==> src/rtl/mpsm_pkg.sv <==
// Shared types and constants for the multi-pattern substring matcher.
// Holds the fixed pattern tables and the case folding function; no dependencies.
`timescale 1ns / 1ps

package mpsm_pkg;

   // default window length and the widths of the fields
   localparam int MAX_PATTERN_LEN_DEF = 15;
   localparam int CHAR_W              = 8;
   localparam int PAT_COUNT           = 6;
   localparam int PAT_TEXT_MAX        = 16;
   localparam int PAT_LEN_W           = 5;
   localparam int LIST_COUNT          = 2;

   typedef logic [CHAR_W-1:0]    char_type;
   typedef logic [PAT_COUNT-1:0] pat_mask_type;

   // list codes
   localparam logic LIST_NAME = 1'b0;
   localparam logic LIST_PATH = 1'b1;

   // pattern lengths in bytes
   localparam logic [PAT_LEN_W-1:0] PAT_LEN [PAT_COUNT] = '{
      5'd5, 5'd11, 5'd5, 5'd5, 5'd9, 5'd15
   };

   // pattern text, lower case ascii, first character at index 0, zero padded
   localparam char_type PAT_TEXT [PAT_COUNT][PAT_TEXT_MAX] = '{
      '{8'h66, 8'h72, 8'h69, 8'h64, 8'h61, 8'h00, 8'h00, 8'h00,
        8'h00, 8'h00, 8'h00, 8'h00, 8'h00, 8'h00, 8'h00, 8'h00},
      '{8'h67, 8'h75, 8'h6d, 8'h2d, 8'h6a, 8'h73, 8'h2d, 8'h6c,
        8'h6f, 8'h6f, 8'h70, 8'h00, 8'h00, 8'h00, 8'h00, 8'h00},
      '{8'h67, 8'h6d, 8'h61, 8'h69, 8'h6e, 8'h00, 8'h00, 8'h00,
        8'h00, 8'h00, 8'h00, 8'h00, 8'h00, 8'h00, 8'h00, 8'h00},
      '{8'h67, 8'h64, 8'h62, 8'h75, 8'h73, 8'h00, 8'h00, 8'h00,
        8'h00, 8'h00, 8'h00, 8'h00, 8'h00, 8'h00, 8'h00, 8'h00},
      '{8'h6c, 8'h69, 8'h6e, 8'h6a, 8'h65, 8'h63, 8'h74, 8'h6f,
        8'h72, 8'h00, 8'h00, 8'h00, 8'h00, 8'h00, 8'h00, 8'h00},
      '{8'h72, 8'h65, 8'h2e, 8'h66, 8'h72, 8'h69, 8'h64, 8'h61,
        8'h2e, 8'h73, 8'h65, 8'h72, 8'h76, 8'h65, 8'h72, 8'h00}
   };

   // membership of each pattern in the name and path lists
   localparam pat_mask_type LIST_MASK [LIST_COUNT] = '{6'h3F, 6'h31};

   // ascii upper case to lower case, everything else unchanged
   function automatic char_type fold_char(input char_type c);
      char_type r;
      r = c;
      if (c >= 8'h41 && c <= 8'h5A) begin
         r = c + 8'h20;
      end
      return r;
   endfunction

endpackage

==> src/rtl/mpsm_req_if.sv <==
// Request and response channel interfaces of the substring matcher.
// Depends on mpsm_pkg for the character type.
`timescale 1ns / 1ps

interface mpsm_req_if;
   import mpsm_pkg::*;

   logic     valid;
   logic     ready;
   char_type char_code;
   logic     is_last;
   logic     list_select;

   modport source (output valid, output char_code, output is_last, output list_select,
                   input ready);
   modport sink   (input valid, input char_code, input is_last, input list_select,
                   output ready);
endinterface

interface mpsm_rsp_if;
   logic valid;
   logic ready;
   logic matched;

   modport source (output valid, output matched, input ready);
   modport sink   (input valid, input matched, output ready);
endinterface

==> src/rtl/multi_pattern_substring_matcher.sv <==
// Request bytes pass the input register; results pass the result register.
// Throughput: one byte per cycle; all pattern comparators run in parallel on a
// shift-register window, and a waiting result only stalls a last byte.
// Reset: synchronous, active high; clears valids, character count and hit flag.
// Depends on mpsm_pkg, mpsm_req_if / mpsm_rsp_if and mpsm_match.
`timescale 1ns / 1ps

module multi_pattern_substring_matcher
   import mpsm_pkg::*;
#(
   parameter int MAX_PATTERN_LEN = MAX_PATTERN_LEN_DEF
) (
   input  logic         clock,
   input  logic         reset,
   mpsm_req_if.sink     req,
   mpsm_rsp_if.source   rsp
);

   localparam int CNT_W = $clog2(MAX_PATTERN_LEN + 1);

   // input stage
   logic     s1_valid_ff, s1_valid_in;
   char_type s1_char_ff;
   logic     s1_last_ff;
   logic     s1_sel_ff;

   // string state
   logic [MAX_PATTERN_LEN-2:0][CHAR_W-1:0] hist_ff, hist_in;
   logic [CNT_W-1:0]                       count_ff, count_in;
   logic                                   hit_ff, hit_in;

   // result register
   logic out_valid_ff, out_valid_in;
   logic out_matched_ff, out_matched_in;

   logic [MAX_PATTERN_LEN-1:0][CHAR_W-1:0] win_cur;
   logic [CNT_W-1:0]                       count_next;
   logic                                   match;
   logic                                   advance;
   logic                                   req_take;

   // handshake: a last byte needs a free result slot
   assign advance  = s1_valid_ff && (!s1_last_ff || !out_valid_ff || rsp.ready);
   assign req.ready = !s1_valid_ff || advance;
   assign req_take = req.valid && req.ready;

   // window including the byte being processed
   assign win_cur    = {hist_ff, s1_char_ff};
   assign count_next = (count_ff == CNT_W'(MAX_PATTERN_LEN)) ? count_ff
                                                            : count_ff + 1'b1;

   mpsm_match #(
      .MAX_PATTERN_LEN (MAX_PATTERN_LEN)
   ) u_match (
      .win         (win_cur),
      .count       (count_next),
      .list_select (s1_sel_ff),
      .hit         (match)
   );

   // next state of the input stage, string state and result
   always_comb begin
      s1_valid_in    = req_take || (s1_valid_ff && !advance);
      hist_in        = hist_ff;
      count_in       = count_ff;
      hit_in         = hit_ff;
      out_valid_in   = out_valid_ff && !rsp.ready;
      out_matched_in = out_matched_ff;
      if (advance) begin
         if (s1_last_ff) begin
            count_in       = '0;
            hit_in         = 1'b0;
            out_valid_in   = 1'b1;
            out_matched_in = hit_ff || match;
         end else begin
            hist_in  = win_cur[MAX_PATTERN_LEN-2:0];
            count_in = count_next;
            hit_in   = hit_ff || match;
         end
      end
   end

   // control registers
   always_ff @(posedge clock) begin
      if (reset) begin
         s1_valid_ff  <= 1'b0;
         count_ff     <= '0;
         hit_ff       <= 1'b0;
         out_valid_ff <= 1'b0;
      end else begin
         s1_valid_ff  <= s1_valid_in;
         count_ff     <= count_in;
         hit_ff       <= hit_in;
         out_valid_ff <= out_valid_in;
      end
   end

   // payload registers
   always_ff @(posedge clock) begin
      if (req_take) begin
         s1_char_ff <= fold_char(req.char_code);
         s1_last_ff <= req.is_last;
         s1_sel_ff  <= req.list_select;
      end
      hist_ff        <= hist_in;
      out_matched_ff <= out_matched_in;
   end

   assign rsp.valid   = out_valid_ff;
   assign rsp.matched = out_matched_ff;

endmodule

==> src/rtl/mpsm_match.sv <==
// Parallel comparators of the character window against every fixed pattern.
// Depends on mpsm_pkg for the pattern tables.
`timescale 1ns / 1ps

module mpsm_match
   import mpsm_pkg::*;
#(
   parameter int MAX_PATTERN_LEN = MAX_PATTERN_LEN_DEF,
   localparam int CNT_W = $clog2(MAX_PATTERN_LEN + 1)
) (
   input  logic [MAX_PATTERN_LEN-1:0][CHAR_W-1:0] win,
   input  logic [CNT_W-1:0]                       count,
   input  logic                                   list_select,
   output logic                                   hit
);

   pat_mask_type pat_hit;

   // one comparator per pattern, newest byte against the last pattern character
   for (genvar p = 0; p < PAT_COUNT; p++) begin : g_pat
      if (PAT_LEN[p] <= MAX_PATTERN_LEN) begin : g_fit
         localparam int LEN = PAT_LEN[p];
         logic [LEN-1:0] eq;
         for (genvar j = 0; j < LEN; j++) begin : g_chr
            assign eq[j] = (win[j] == PAT_TEXT[p][LEN-1-j]);
         end
         assign pat_hit[p] = (count >= CNT_W'(LEN)) && (&eq);
      end else begin : g_long
         // longer than the window, never matches
         assign pat_hit[p] = 1'b0;
      end
   end

   // keep only the patterns of the chosen list
   assign hit = |(pat_hit & LIST_MASK[list_select]);

endmodule
==> src/flat_wrapper.sv <==
// flat-port wrapper written by rule: the top's interface ports become plain ports
module multi_pattern_substring_matcher_flat import mpsm_pkg::*;
#(
   parameter int MAX_PATTERN_LEN = MAX_PATTERN_LEN_DEF
)
  (clock, reset, req_valid, req_char_code, req_is_last, req_list_select, req_ready, rsp_valid, rsp_matched, rsp_ready);
  mpsm_req_if req_i ();
  mpsm_rsp_if rsp_i ();
  input  logic clock;
  input  logic reset;
  input wire logic [$bits(req_i.valid)-1:0] req_valid;
  input wire logic [$bits(req_i.char_code)-1:0] req_char_code;
  input wire logic [$bits(req_i.is_last)-1:0] req_is_last;
  input wire logic [$bits(req_i.list_select)-1:0] req_list_select;
  output wire logic [$bits(req_i.ready)-1:0] req_ready;
  output wire logic [$bits(rsp_i.valid)-1:0] rsp_valid;
  output wire logic [$bits(rsp_i.matched)-1:0] rsp_matched;
  input wire logic [$bits(rsp_i.ready)-1:0] rsp_ready;
  assign req_i.valid = req_valid;
  assign req_i.char_code = req_char_code;
  assign req_i.is_last = req_is_last;
  assign req_i.list_select = req_list_select;
  assign req_ready = req_i.ready;
  assign rsp_valid = rsp_i.valid;
  assign rsp_matched = rsp_i.matched;
  assign rsp_i.ready = rsp_ready;
  multi_pattern_substring_matcher #(.MAX_PATTERN_LEN(MAX_PATTERN_LEN)) u_core (.clock(clock), .reset(reset), .req(req_i), .rsp(rsp_i));
endmodule
==> config.mk <==
export PLATFORM = sky130hd
export DESIGN_NAME = multi_pattern_substring_matcher_flat
export DESIGN_NICKNAME = d
export VERILOG_FILES = /design/src/rtl/mpsm_pkg.sv /design/src/rtl/mpsm_req_if.sv /design/src/rtl/multi_pattern_substring_matcher.sv /design/src/rtl/mpsm_match.sv /design/src/flat_wrapper.sv
export SDC_FILE = /design/constraint.sdc
export NUM_CORES = 1
export LEC_CHECK = 0
export BUFFER_PORTS_ARGS = -buffer_cell sky130_fd_sc_hd__buf_2
export CORE_ASPECT_RATIO = 1.2
export CORE_MARGIN = 4
export CORE_UTILIZATION = 35
export CTS_CLUSTER_DIAMETER = 80
export DETAILED_ROUTE_END_ITERATION = 16
export GPL_TIMING_DRIVEN = 0
export PLACE_DENSITY = 0.5
export SYNTH_ARGS = -nofsm -noshare
export SYNTH_HDL_FRONTEND = slang
export SYNTH_SLANG_ARGS = --single-unit
==> constraint.sdc <==
create_clock -name clock -period 8.9 [get_ports clock]
set_clock_uncertainty 0.1 [all_clocks]
set_input_delay 0.89 -clock clock [delete_from_list [all_inputs] [get_ports clock]]
set_output_delay 0.89 -clock clock [all_outputs]
set_load 0.05 [all_outputs]
# == After elaboration in Yosys (flattened, before gate mapping) ==
# Index checks and enable logic that the tools add are counted.
# totals
register_bits,130
input_bits,14
elab_cells,118
output_inout_bits,3
# classes
muxes,9
reduce_logical,30
n_addsub,2
bitwise,3
order_cmp,7
eq_ne,45
# ops
cell,count
$eq A8 B7 Y1 const B,40
$eq A8 B6 Y1 const B,4
$reduce_and A15 Y1,1
$reduce_and A5 Y1,3
$ge A4 B4 Y1 const B,3
$mux W4,3
$mux W6,2
$logic_and A1 B1 Y1,11
$reduce_and A11 Y1,1
$reduce_and A9 Y1,1
$add A8 B6 Y8 const B,1
$ge A8 B7 Y1 const B,1
$le A8 B7 Y1 const B,1
$mux W8,1
$and A6 B6 Y6,1
$reduce_or A6 Y1,1
$logic_not A1 Y1,5
$logic_or A1 B1 Y1,5
$add A4 B1 Y4 const B,1
$eq A4 B4 Y1 const B,1
$ge A4 B3 Y1 const B,1
$reduce_and A2 Y1,2
$mux W1,3
$ge A2 B2 Y1 const B,1
2 further kinds,2

# == Longest topological paths before layout ==
# logic_depth
depth_word,8
ltp_mapped,7
depth_no_buf,7

# == Hierarchy ==
# Synthesis repeated with hierarchy kept, for this count alone.
# unflattened
hier_cells,273
hier_area_um2,4887.2
# by_module_without_submodules
mod,n_inst,area_each_um2,cells_each,seq_area_each_um2
multi_pattern_substring_matcher,1,4186.5,181,3833.7
mpsm_match,1,700.7,92,0.0

# == Least setup slack after synthesis ==
# No wires, ideal clock.
# synth_timing
path_type,register to register
from,register u_core.s1_last_ff
to,register u_core.count_ff[1]
path_buffers,0
setup_slack_ns,2.582
required_time_ns,8.714
t_arrival_ns,6.132
period_less_slack_ns,6.318
stages_incl_launch_ff,4
setup_time_ns,0.086
path_cell_list,edfxtp_1 -> nor2b_1 -> a32oi_1 -> nor2_1
# synth_via
elab_chain_len,4
word_cells_on_any_way,5
cone_classes,1 x mux; 4 x reduce/logical
# synth_rtl
element,line_no,text
"start, declared",multi_pattern_substring_matcher.sv:24,logic s1_last_ff;
"start signal, assigned",multi_pattern_substring_matcher.sv:102,s1_last_ff <= req.is_last;
$logic_not A1 Y1,multi_pattern_substring_matcher.sv:43,assign advance = s1_valid_ff && (!s1_last_ff || !out_valid_ff || rsp.ready);
$logic_or A1 B1 Y1 (2 in series),multi_pattern_substring_matcher.sv:43,
$logic_and A1 B1 Y1,multi_pattern_substring_matcher.sv:43,
"end signal, assigned",multi_pattern_substring_matcher.sv:92,count_ff <= count_in;
"end, declared",multi_pattern_substring_matcher.sv:29,"logic [CNT_W-1:0] count_ff, count_in;"
# Several ways; a longest one is shown, not always the timed one.
# A chain may end at the register's enable or synchronous reset.

# == Worst setup path after layout ==
# layout_timing
from,input port rsp_ready
to,output port req_ready
# layout_via
elab_chain_len,3
# layout_rtl
element,line_no,text
"start, declared",flat_wrapper.sv:18,input wire logic [$bits(rsp_i.ready)-1:0] rsp_ready;
$logic_or A1 B1 Y1,multi_pattern_substring_matcher.sv:43,
$logic_and A1 B1 Y1,multi_pattern_substring_matcher.sv:43,
$logic_or A1 B1 Y1,multi_pattern_substring_matcher.sv:44,assign req.ready = !s1_valid_ff || advance;
"end, declared",flat_wrapper.sv:15,output wire logic [$bits(req_i.ready)-1:0] req_ready;
# No other way between the ends.

==> results.json <==
{
  "status": "complete, no violations",
  "yosysWarnings": 0,
  "drt_iter0_drc": 240,
  "clock.fmax_ghz": 0.387,
  "htree_levels": 4,
  "synth_enable_flop_cells": 123,
  "gp_congestion": 0.764,
  "synth_cell_type_count": 52,
  "path_cells": "buf_2, nor2b_1, nand3_1, buf_2",
  "yosys.area_share.simple_pct": 15.8,
  "grt_pass1_vias": 2711,
  "synth_xor_area_share_pct": 0,
  "cpMaxStageDelayCell": "buf_2",
  "final_area_sq_mm": 0.00588,
  "p_comb_share_pct": 2.0,
  "min_period_ns": 2.58,
  "cp_max_fo": 4,
  "synth_cells": 278,
  "r2r-start": "u_core.count_ff[0]$_SDFFE_PP0P_",
  "drt-vias-per-instance": 5.17,
  "finalWirelength_microns": 9360,
  "r2r_slack_ns": 6.32,
  "worst_path_most_repeated_cell": "buf_2",
  "total_leakage_power_nw": 1.91,
  "hp-start": "u_core.hist_ff[21]$_DFFE_PP_",
  "hp-class": "reg2reg",
  "ctsHoldBuffers": 0,
  "power_w": 0.00144,
  "post-route-period-util_pct": 29.0,
  "max_stage_delay_ns": 0.24,
  "synth-seq-cells": 130,
  "clkSinkCount": 130,
  "synth_mux_area_share_pct": 0.204,
  "die_w_microns": 116,
  "dieArea_sq_mm": 0.0160,
  "start_util_pct": 35.6,
  "stdcell_count": 499,
  "synth_area_per_cell_sq_um": 17.6,
  "antenna_found_initial": 0,
  "clockBufferDepth": 2,
  "synth_top_family_by_area": "simple AND/OR/NAND/NOR gates",
  "wl_per_cell_microns": 18.8,
  "clock_power_share_pct": 49.7,
  "final_nets": 331,
  "post-place-cells": 467,
  "io_buffers": 15,
  "finalSetupTns_ns": 0,
  "startpoint": "rsp_ready",
  "seqPwrFrac_pct": 48.3,
  "diodes": 0,
  "seq_area_frac_synth_pct": 78.3,
  "synthAdderAreaFrac_pct": 0.511,
  "fin_util_pct": 42.7,
  "setup_violations": 0,
  "core_region_area_sq_mm": 0.0138,
  "row_count": 47,
  "vias": 2580,
  "drive_above_1_share_pct": 17.1,
  "worst-setup-path-type": "in2out",
  "syn_nets": 294,
  "switching_share_pct": 19.4,
  "hpwl_microns": 6650,
  "crit_arrival_ns": 1.59,
  "ir_drop_v": 0.000123,
  "grt_pass1_wl_microns": 14800,
  "synth-compound-area-share_pct": 4.80,
  "drtPass1Iterations": 4,
  "placed_area_sq_mm": 0.00526,
  "tightest_slew_ns": 1.07,
  "ys.flop_type": "edfxtp_1",
  "endpoint_kind": "output pin",
  "drc": 0,
  "cts-root-buf": "clkbuf_16",
  "drv_cap": 0,
  "dieHeight_microns": 138,
  "startpoint_type": "input pin",
  "grt_overflow_total": 0,
  "netlist_area_sq_mm": 0.00490,
  "required_ns": 7.91,
  "cts_setup_buffers": 0,
  "synthArstFlopShare_pct": 0,
  "synthToLayoutAreaGrowth_pct": 20.0,
  "powerDensity_mw_per_mm2": 246,
  "clock_latency_ns": 0.40,
  "cts-resized-gates": 0,
  "grt_max_degree": 35,
  "cts_tree": "built",
  "rsz0062_at_grt": "no",
  "hold_violations": 0,
  "clkTransAtPathRegs_ns": 0.06,
  "final_max_slew_viol_count": 0,
  "p_int_w": 0.00116,
  "maxSlewHeadroom_pct": 28.4,
  "power.switching_w": 0.000281,
  "cts_buffers": 17,
  "ios": 17,
  "ant_nets": 0,
  "grt.total_usage_pct": 12.8
}
-- worst paths after layout --
kind,to,depth (start not counted)
hold reg to reg,u_core.hist_ff[29]$_DFFE_PP_,0
setup / recovery,req_ready,4
setup reg to reg,u_core.rsp.matched$_DFFE_PP_,7
hold / removal,u_core.hist_ff[29]$_DFFE_PP_,0
-- flip-flops by register name, summed over array words and instances, names as in the netlist --
register and flops:
u_core.hist_ff 112, u_core.s1_valid_ff 1, u_core.s1_char_ff 8, u_core.hit_ff 1
u_core.rsp.matched 1, u_core.rsp.valid 1, u_core.count_ff 4, u_core.s1_sel_ff 1
u_core.s1_last_ff 1
-- critical path, delay by kind of cell --
kind                   cells  cell delay (ns)
buffers and inverters      2             0.34
and+or+nand+nor            2             0.36
-- Yosys cell counts (all sizes together), types with 5 or more instances --
cell,count,area [sq um]
nand4,12,75.1
nor2,13,48.8
nand2,7,26.3
nor3,5,25.0
edfxtp,123,3690
dfxtp,7,140
nand3,6,30.0
nor4bb,8,80.1
and3b,5,43.8
nor2b,9,56.3
nor4b,8,70.1
nor4,5,37.5
-- power groups by stage --
stage / combinational (W) / sequential (W) / clock [W]
6_report: 0.0000287 / 0.000697 / 0.000719
5_1_grt: 0.0000318 / 0.000699 / 0.000762
4_1_cts: 0.0000293 / 0.000698 / 0.000733
3_5_place_dp: 0.0000292 / 0.000710 / 0
3_3_place_gp: 0.0000257 / 0.000714 / 0
2_1_floorplan: 0.0000162 / 0.000709 / 0
-- layer usage --
metal | GRT usage, % | wire, microns
met5 | 0 | 0
met4 | 4.45 | 104
met3 | 4.22 | 303
met2 | 21.9 | 5000
met1 | 15.2 | 3950
-- placed cells by master, fill, tap and decap left out, types with 4 or more instances in the layout --
cell type / netlist / routed
nor4_1: 4 / 4
and3b_1: 5 / 5
a21oi_1: 4 / 4
nor3_1: 5 / 5
clkbuf_16: 0 / 17
nor4b_1: 8 / 8
nor2_1: 13 / 13
nor3b_1: 4 / 4
clkinv_1: 0 / 4
nand4b_1: 4 / 4
nand4_1: 12 / 12
inv_1: 4 / 4
and4b_1: 4 / 4
buf_2: 0 / 15
edfxtp_1: 123 / 123
bufinv_16: 0 / 4
nor4bb_1: 8 / 8
nand2_1: 7 / 7
clkinv_4: 0 / 4
nor2b_1: 9 / 8
dfxtp_1: 7 / 7
nand3_1: 6 / 6
-- per-stage QoR --
step | worst slack (ns) | hold slack, ns
floorplan | 2.58 | 0.317
global placement | 0.325 | 0.325
detailed placement | 6.30 | 0.325
CTS | 6.31 | 0.340
global route | 6.19 | 0.348
finish | 6.32 | 0.337
-- logic make-up after synthesis --
kind of cell    count (synthesis)
fa+ha+maj                       2
flops                         130
buf+inv                         5
simple gates                  112
compound gates                 28
mux                             1
-- final cells by class --
class	count	area [sq um]
Fill cell	1258	7880
Sequential cell	130	3830
Multi-Input combinational cell	143	1050
Clock buffer	18	429
Tap cell	171	214
Clock inverter	14	186
Timing Repair Buffer	18	143
Inverter	4	15.0
Buffer	1	3.75
Power figures use the tool's default switching activity.
